[config.mk]
export PLATFORM = sky130hd
export DESIGN_NAME = tbpp_pixel_queue
export DESIGN_NICKNAME = d
export VERILOG_FILES = /design/src/rtl/tbpp_pkg.sv /design/src/rtl/tbpp_pixel_queue.sv
export SDC_FILE = /design/constraint.sdc
export NUM_CORES = 1
export LEC_CHECK = 0
export ABC_AREA = 1
export BUFFER_PORTS_ARGS = -buffer_cell sky130_fd_sc_hd__buf_2
export CAP_MARGIN = 40
export CORE_ASPECT_RATIO = 1.75
export CORE_MARGIN = 8
export CORE_UTILIZATION = 60
export DETAILED_ROUTE_END_ITERATION = 10
export PLACE_DENSITY = 0.86
export SYNTH_ARGS = -nofsm -noshare
export SYNTH_HDL_FRONTEND = slang
export SYNTH_SLANG_ARGS = --single-unit
[constraint.sdc]
create_clock -name clock -period 8 [get_ports clock]
set_clock_uncertainty 0.05 [all_clocks]
set_input_delay 2 -clock clock [delete_from_list [all_inputs] [get_ports clock]]
set_output_delay 2 -clock clock [all_outputs]
set_load 0.1 [all_outputs]
[src/rtl/tbpp_pkg.sv]
`timescale 1ns / 1ps
// ----------------------------------------------------------------------------
// tbpp_pkg
// Types and constants shared by the background pixel pipeline.
// ----------------------------------------------------------------------------
package tbpp_pkg;

   localparam int unsigned VRAM_BYTES = 8192;
   localparam int unsigned VRAM_AW = 13;

   localparam logic [8:0] LINE_DOTS   = 9'd456;
   localparam logic [8:0] SEARCH_DOTS = 9'd80;
   localparam logic [7:0] FRAME_LINES = 8'd154;

   localparam logic [1:0] CSR_LCD_CONTROL = 2'd0;
   localparam logic [1:0] CSR_SCROLL_X    = 2'd1;
   localparam logic [1:0] CSR_SCROLL_Y    = 2'd2;
   localparam logic [1:0] CSR_BG_PALETTE  = 2'd3;

   localparam logic [7:0] LCDC_RESET    = 8'd145;
   localparam logic [7:0] PALETTE_RESET = 8'd252;

   typedef enum logic [1:0] {
      VM_SEARCH   = 2'd0,
      VM_TRANSFER = 2'd1,
      VM_HBLANK   = 2'd2,
      VM_VBLANK   = 2'd3
   } video_mode_type;

   typedef enum logic [2:0] {
      PH_INDEX = 3'd0,
      PH_LOW   = 3'd1,
      PH_HIGH  = 3'd2,
      PH_WAIT  = 3'd3,
      PH_PUSH  = 3'd4
   } fetch_phase_type;

   typedef struct packed {
      logic tick;
      logic push;
      logic flush;
   } queue_ctl_type;

   typedef struct packed {
      logic       pop;
      logic [1:0] head;
      logic       room;
   } queue_status_type;

   typedef struct packed {
      logic        pixel_valid;
      logic [7:0]  pixel_x;
      logic [7:0]  pixel_y;
      logic [1:0]  shade;
      logic [23:0] rgb_colour;
      logic [7:0]  current_line;
      logic [1:0]  video_mode;
   } rsp_type;

   function automatic logic [23:0] shade_rgb(input logic [1:0] shade);
      logic [23:0] rgb;
      case (shade)
         2'd0:    rgb = 24'hC8C7A8;
         2'd1:    rgb = 24'hA0A088;
         2'd2:    rgb = 24'h686850;
         default: rgb = 24'h272818;
      endcase
      return rgb;
   endfunction

endpackage

[src/rtl/tbpp_pixel_queue.sv]
`timescale 1ns / 1ps
// ----------------------------------------------------------------------------
// tbpp_pixel_queue
// Shifting colour index queue: pushes eight indices at the tail, pops the
// head on transfer ticks once more than eight are held.
// ----------------------------------------------------------------------------
module tbpp_pixel_queue
   import tbpp_pkg::*;
#(
   parameter int unsigned QUEUE_DEPTH = 32
) (
   input  logic             clock,
   input  logic             reset,
   input  queue_ctl_type    ctl,
   input  logic [7:0]       plane_low,
   input  logic [7:0]       plane_high,
   output queue_status_type status
);

   localparam int unsigned CW = $clog2(QUEUE_DEPTH + 1);
   localparam int unsigned SW = CW + 1;

   logic [1:0]    queue_ff [QUEUE_DEPTH];
   logic [1:0]    queue_in [QUEUE_DEPTH];
   logic [1:0]    merged   [QUEUE_DEPTH];
   logic [CW-1:0] count_ff, count_in;
   logic [SW-1:0] sum;
   logic [SW-1:0] filled;
   logic [SW-1:0] offset;
   logic          pop;

   always_comb begin
      sum = {1'b0, count_ff} + SW'(8);
      if (!ctl.push) begin
         filled = {1'b0, count_ff};
      end else if (sum > SW'(QUEUE_DEPTH)) begin
         filled = SW'(QUEUE_DEPTH);
      end else begin
         filled = sum;
      end
      pop = ctl.tick && (filled > SW'(8));

      for (int i = 0; i < QUEUE_DEPTH; i++) begin
         offset = SW'(i) - {1'b0, count_ff};
         if (ctl.push && (SW'(i) >= {1'b0, count_ff}) && (SW'(i) < sum)) begin
            merged[i] = {plane_high[3'd7 - offset[2:0]], plane_low[3'd7 - offset[2:0]]};
         end else begin
            merged[i] = queue_ff[i];
         end
      end

      for (int i = 0; i < QUEUE_DEPTH; i++) begin
         if (pop && (i + 1 < QUEUE_DEPTH)) begin
            queue_in[i] = merged[i + 1];
         end else begin
            queue_in[i] = merged[i];
         end
      end

      if (ctl.flush) begin
         count_in = '0;
      end else begin
         count_in = filled[CW-1:0] - CW'(pop);
      end

      status.pop  = pop;
      status.head = merged[0];
      status.room = count_ff <= CW'(9);
   end

   always_ff @(posedge clock) begin
      if (reset) begin
         count_ff <= '0;
      end else begin
         count_ff <= count_in;
      end
   end

   always_ff @(posedge clock) begin
      queue_ff <= queue_in;
   end

endmodule

==> flow_metrics.py, run 1 <==
metrics = {
    "grt": {
        "grt.overflow.total": 0,
        "grt_pass1_vias": 5417,
        "antenna_found_initial": 0,
        "track_usage_pct": 28.3,
        "grt_max_degree": 64,
        "grt_pass1_wl_um": 26000,
    },
    "setup_path": {
        "rrSetupSlack_ns": 3.70,
        "path_cells": "buf_2 > inv_1 > nor2_1 > a21oi_1 > o21ai_4 > nand2_4 > inv_1 > buf_2",
        "critPathMaxFanout": 63,
        "critPathRequiredTime_ns": 5.95,
        "arrival_ns": 3.96,
        "crit_path_end_kind": "output pin",
        "r2r-start": "count_ff[0]$_SDFF_PP0_",
        "critPathLaunchType": "input pin",
        "max_stage_delay_ns": 0.45,
        "reg2reg_depth": 16,
        "path_delay_family": "buffers and inverters",
        "critPathKind": "in2out",
        "cp.buffers_inverters": 4,
        "cp_slowest_cell": "buf_2",
        "r2r_end": "count_ff[2]$_SDFF_PP0_",
    },
    "run": {
        "cap_violations": 0,
    },
    "power": {
        "power_density_nw_per_um2": 252,
        "ir_drop_mv": 0.160,
        "leakagePower_uw": 0.00296,
    },
    "sta": {
        "fin_crit_ns": 6.01,
        "final_max_slew_viol_count": 0,
        "rsz0062_at_grt": "false",
        "fmax_mhz": 166,
        "tns_ns": 0,
        "relSlewSlack_pct": 50.9,
        "period_share_pct": 75.1,
        "worst_slew_pin_slew_ns": 0.735,
        "finalSetupViolations": 0,
        "setup_slack_ns": 1.99,
        "hold_viol_final": 0,
        "whs_ns": 0.399,
    },
    "placed_design": {
        "place_hpwl_um": 12400,
        "gp_congestion": 1.04,
        "port_buffers": 24,
        "post-place-ws_ns": 2.04,
    },
    "drt": {
        "ant_nets": 0,
        "wl_um": 16500,
        "vias": 5866,
        "drc": 0,
        "drt_iter0_markers": 435,
        "vias_per_cell": 5.86,
        "routedWlPerCell_um": 16.5,
        "dr.pass1.iters": 6,
    },
    "yosys": {
        "ys_async_sr_fraction_pct": 0,
        "yosysTopAreaCell": "nand2_1",
        "synth_edf_count": 0,
        "syn_inst": 902,
        "synth_common_cells": "432 x nand2_1, 182 x nand3_1, 70 x dfxtp_1",
        "yosys.area_share.simple_pct": 56.8,
        "avgSynthCellArea_um2": 5.62,
        "synth_most_common_cell": "nand2_1",
        "synth_seq_cells": 70,
        "syn_nets": 942,
        "synth_top_area_share_pct": 32.0,
        "yosysUniqueCellTypes": 22,
        "synthFlopType": "dfxtp_1",
        "yosys_warnings": 0,
        "synth_compound_area_share_pct": 3.33,
        "synth_fa_ha_area_share_pct": 4.69,
        "synth_area_leaders": "nand2_1 32%, dfxtp_1 28%, nand3_1 18%",
        "synth-xor-area-share_pct": 0,
        "synth_top_family_by_area": "simple AND/OR/NAND/NOR gates",
        "netlist_area_um2": 5070,
        "synth_mux_area_share_pct": 0,
        "yosysSeqAreaShare_pct": 27.6,
    },
    "layout": {
        "seq_area_um2": 1400,
        "multi_input_comb_area_um2": 3290,
        "antenna_cells": 0,
        "fillers": 842,
        "area_growth_pct": 7.16,
        "final_nets": 945,
        "drive_gt1_share_pct": 5.17,
    },
    "floorplan": {
        "num_rows": 44,
        "core_um2": 8260,
        "die_x_um": 85.5,
        "die_y_um": 138,
        "pin_count": 25,
        "fp.dieArea_um2": 11800,
        "start_util_pct": 61.4,
    },
    "clock_tree": {
        "cts_resized": 0,
        "cts_tree": "done",
        "htree_levels": 3,
        "clk-insertion-delay-late_ns": 0.34,
        "clk_pin_slew_ns": 0.05,
        "post_cts_buffers": 0,
        "root_buffer": "clkbuf_16",
        "cts.sink_count": 70,
        "hold_buffers": 0,
        "cts_buffer_depth": 2,
        "cts_inserted_buffers": 9,
    },
    "worst_hold_path": {
        "min_to": "queue_ff[0]$_DFF_P_",
        "hold_path_startpoint": "queue_ff[0]$_DFF_P_",
        "whs_path_depth": 2,
        "hold_path_class": "reg2reg",
    },
    "outcome": {
        "status": "completed",
    },
}
==> cell usage in the layout, fill, tap and decap left out, types with 2 or more instances in the layout <==
cell type and n:
nor2_1 55, nand4_1 17, nand3_1 182, ha_1 19, buf_4 4, inv_1 55
inv_2 2, buf_2 24, nand2_1 432, o21ai_0 16, dfxtp_1 70, clkbuf_16 9
clkbuf_1 2, a21oi_1 10
==> worst min-delay path: cells and delay by family (launching register included) <==
kind          cells  cell delay [ns]
simple gates      2             0.12
flops             1             0.30
==> worst max-delay path by stage <==
stage,startpoint,end,slack (ns),cells after the start
after floorplan,ctl[1],status[3],2.72,8
after global placement,ctl[1],status[3],2.07,8
after detailed placement,ctl[1],status[3],2.04,8
after CTS,ctl[1],status[3],2.03,8
after global routing,count_ff[0]$_SDFF_PP0_,status[3],1.72,13
final,ctl[1],status[3],1.99,8
==> routing by layer <==
| layer | vias up | wire length (µm) | global-route usage (%) |
|---|---|---|---|
| met5 | - | 0 | 0 |
| met4 | 0 | 1140 | 23.2 |
| met3 | 84 | 1320 | 7.41 |
| met2 | 254 | 8070 | 48.2 |
| met1 | 2622 | 5940 | 28.5 |
| li1 | 2906 | - | - |
==> cell families (layout without fill, tap and decap cells) <==
| kind of cell | count (synthesis) | count (layout) |
|---|---|---|
| AO/OA/AOI/OAI | 30 | 30 |
| flip-flops | 70 | 70 |
| adder cells (fa/ha/maj) | 19 | 19 |
| buffers and inverters | 93 | 100 |
| AND/OR/NAND/NOR | 690 | 690 |
==> area by class of cell <==
class / count / share of cell area, %
inverters: 57 / 3.94
clock buffers: 12 / 4.54
clock inverters: 3 / 0.391
well taps: 92 / 2.12
multi-input cells: 739 / 60.5
repair buffers: 28 / 2.76
flip-flops and latches: 70 / 25.8
==> sequential cells by signal, summed over array words and instances, names as in the netlist <==
signal    flops
count_ff      6
queue_ff     64
==> per-stage QoR <==
stage,total power [µW],instances,instance area [µm²],util (%)
final,1370,1001,5430,65.8
after global routing,1460,1001,5430,65.8
after CTS,1360,1001,5430,65.8
after detailed placement,997,986,5170,62.6
after global placement,987,985,5160,62.5
after floorplan,892,902,5070,-
==> power by group <==
group	leakage (µW)	total (µW)	switching (µW)	internal, µW
clock network	0.000129	369	152	217
logic	0.00225	480	334	146
registers	0.000583	523	37.5	486
Note: power is estimated with default switching activity, not from simulation.
==> run 2, diff against run 1 <==
Settings changed: ABC_AREA 1 to 0, CORE_UTILIZATION 60 to 56, PLACE_DENSITY 0.86 to 0.85.
Clock period 8 ns to 4.94 ns, I/O delays scaled along.
==> flow_metrics.py, run 2 <==
metrics = {
    "grt": {
        "track_usage_pct": 24.5,
        "grt_max_degree": 57,
        "antenna_found_initial": 0,
        "grt.overflow.total": 0,
        "grt_pass1_vias": 3872,
        "grt_pass1_wl_um": 21400,
    },
    "layout": {
        "final_nets": 493,
        "reg_top3": "queue_ff x64, count_ff x6",
        "final_cell_mix": "126 x mux2i_1, 70 x dfxtp_1, 40 x nand2_1",
        "antenna_cells": 0,
        "final_cell_count_no_fill": 550,
        "drive_gt1_share_pct": 20.3,
        "largest_register": "queue_ff",
        "largest_reg_flops": 64,
        "area_growth_pct": 9.09,
        "fillers": 645,
        "final_common_cell": "mux2i_1",
    },
    "yosys": {
        "synth_edf_count": 0,
        "netlist_area_um2": 4710,
        "synth_seq_cells": 70,
        "yosysTopAreaCell": "dfxtp_1",
        "synth_common_cells": "126 x mux2i_1, 70 x dfxtp_1, 40 x nand2_1",
        "synth_most_common_cell": "mux2i_1",
        "synth_area_leaders": "dfxtp_1 30%, mux2i_1 27%, mux4_2 5.7%",
        "synth_top_area_share_pct": 29.8,
        "syn_nets": 475,
        "ys_async_sr_fraction_pct": 0,
        "yosysSeqAreaShare_pct": 29.8,
        "avgSynthCellArea_um2": 10.8,
        "synthFlopType": "dfxtp_1",
        "yosys_warnings": 0,
        "syn_inst": 435,
        "yosysUniqueCellTypes": 59,
    },
    "setup_path": {
        "max_stage_delay_ns": 0.54,
        "arrival_ns": 2.97,
        "critPathLaunchType": "flip-flop",
        "r2r_end": "count_ff[4]$_SDFF_PP0_",
        "crit_top_cell": "inv_1",
        "critPathMaxFanout": 18,
        "r2r-start": "count_ff[3]$_SDFF_PP0_",
        "crit_path_start": "count_ff[1]$_SDFF_PP0_",
        "crit_path_end_kind": "output pin",
        "cp.depth": 8,
        "cp.buffers_inverters": 4,
        "rrSetupSlack_ns": 1.85,
        "reg2reg_depth": 13,
        "path_delay_family": "multiplexers",
        "critPathKind": "reg2out",
        "path_cells": "buf_4 > inv_1 > ha_1 > mux4_2 > mux2_2 > mux2i_1 > inv_1 > buf_2",
        "cp_slowest_cell": "ha_1",
        "critPathRequiredTime_ns": 3.65,
        "worstSetupEndpoint": "status[2]",
    },
    "sta": {
        "hold_viol_final": 0,
        "fin_crit_ns": 4.25,
        "final_max_slew_viol_count": 0,
        "finalSetupViolations": 0,
        "fmax_mhz": 235,
        "rsz0062_at_grt": "false",
        "tns_ns": 0,
        "worst_slew_pin_slew_ns": 0.811,
        "relSlewSlack_pct": 45.4,
        "period_share_pct": 86.1,
    },
    "floorplan": {
        "die_y_um": 137,
        "fp.dieArea_um2": 11700,
        "num_rows": 44,
        "start_util_pct": 57.0,
        "pin_count": 25,
        "die_x_um": 85.3,
        "core_um2": 8260,
    },
    "drt": {
        "routedWlPerCell_um": 24.4,
        "vias_per_cell": 6.71,
        "drc": 0,
        "vias": 3692,
        "ant_nets": 0,
        "dr.pass1.iters": 5,
        "wl_um": 13400,
        "drt_iter0_markers": 259,
    },
    "placed_design": {
        "place_hpwl_um": 10000,
        "dp_cells": 534,
        "gp_congestion": 1.08,
        "port_buffers": 24,
    },
    "power": {
        "power_density_nw_per_um2": 467,
        "finalPower_uw": 2400,
        "ir_drop_mv": 0.392,
        "leakagePower_uw": 0.00239,
    },
    "clock_tree": {
        "cts_resized": 0,
        "clk-insertion-delay-late_ns": 0.34,
        "htree_levels": 3,
        "hold_buffers": 0,
        "cts_tree": "done",
        "post_cts_buffers": 0,
        "cts.sink_count": 70,
        "clk_pin_slew_ns": 0.06,
        "cts_inserted_buffers": 9,
        "cts_buffer_depth": 2,
        "root_buffer": "clkbuf_16",
    },
    "worst_hold_path": {
        "hold_path_startpoint": "queue_ff[1]$_DFF_P_",
        "hold_path_class": "reg2reg",
    },
    "run": {
        "cap_violations": 0,
    },
    "outcome": {
        "status": "completed",
    },
}
==> run 2: metrics by stage <==
step | instance area, µm² | hold slack, ns | setup WS, ns | util [%]
floorplan | 4710 | 0.378 | 1.04 | -
finish | 5140 | 0.416 | 0.686 | 62.2
global placement | 4790 | 0.394 | 0.942 | 58.0
CTS | 5140 | 0.428 | 0.709 | 62.2
global route | 5140 | 0.452 | 0.536 | 62.2
detailed placement | 4820 | 0.413 | 0.843 | 58.3
==> run 2: tightest hold or removal path, delay by kind of cell, from the launching register on <==
kind | cells | cell delay (ns)
buffers and inverters | 1 | 0.05
flip-flops | 1 | 0.30
multiplexers | 1 | 0.08
==> run 2: per-layer routing <==
metal / routed length (µm) / GRT usage, % / up-vias
met4: 1110 / 20.7 / 0
met2: 7020 / 44.1 / 196
met5: 0 / 0 / -
met1: 4490 / 22.7 / 1764
li1: - / - / 1648
met3: 801 / 6.27 / 84
==> run 2: logic make-up after synthesis <==
group	synth area share [%]
muxes	36.7
and+or+nand+nor	8.40
DFF	29.8
AOI/OAI and AO/OA	12.3
buffers and inverters	6.35
adders and majority gates	5.05
xor gates and xnor gates	1.49
==> run 2: final cells by class <==
type	instances	area, µm²	share of cell area [%]
flip-flops and latches	70	1400	27.3
well taps	92	115	2.24
clock inverters	7	96.3	1.88
clock buffers	9	225	4.38
repair buffers	34	215	4.19
inverters	17	63.8	1.24
multi-input cells	321	3020	58.8
==> run 2: where the power goes <==
group          internal (µW)  switching, µW  leakage, µW
sequential               812           69.3     0.000585
clock                    444            250     0.000160
combinational            312            513      0.00164
total                   1570            832      0.00239
==> run 2: worst min-delay path by stage <==
stage	to	cells after the start	slack, ns
6_report	queue_ff[1]$_DFF_P_	2	0.42
4_1_cts	queue_ff[1]$_DFF_P_	2	0.43
3_3_place_gp	queue_ff[1]$_DFF_P_	2	0.39
5_1_grt	queue_ff[0]$_DFF_P_	2	0.45
3_5_place_dp	queue_ff[1]$_DFF_P_	2	0.41
2_1_floorplan	queue_ff[0]$_DFF_P_	2	0.38
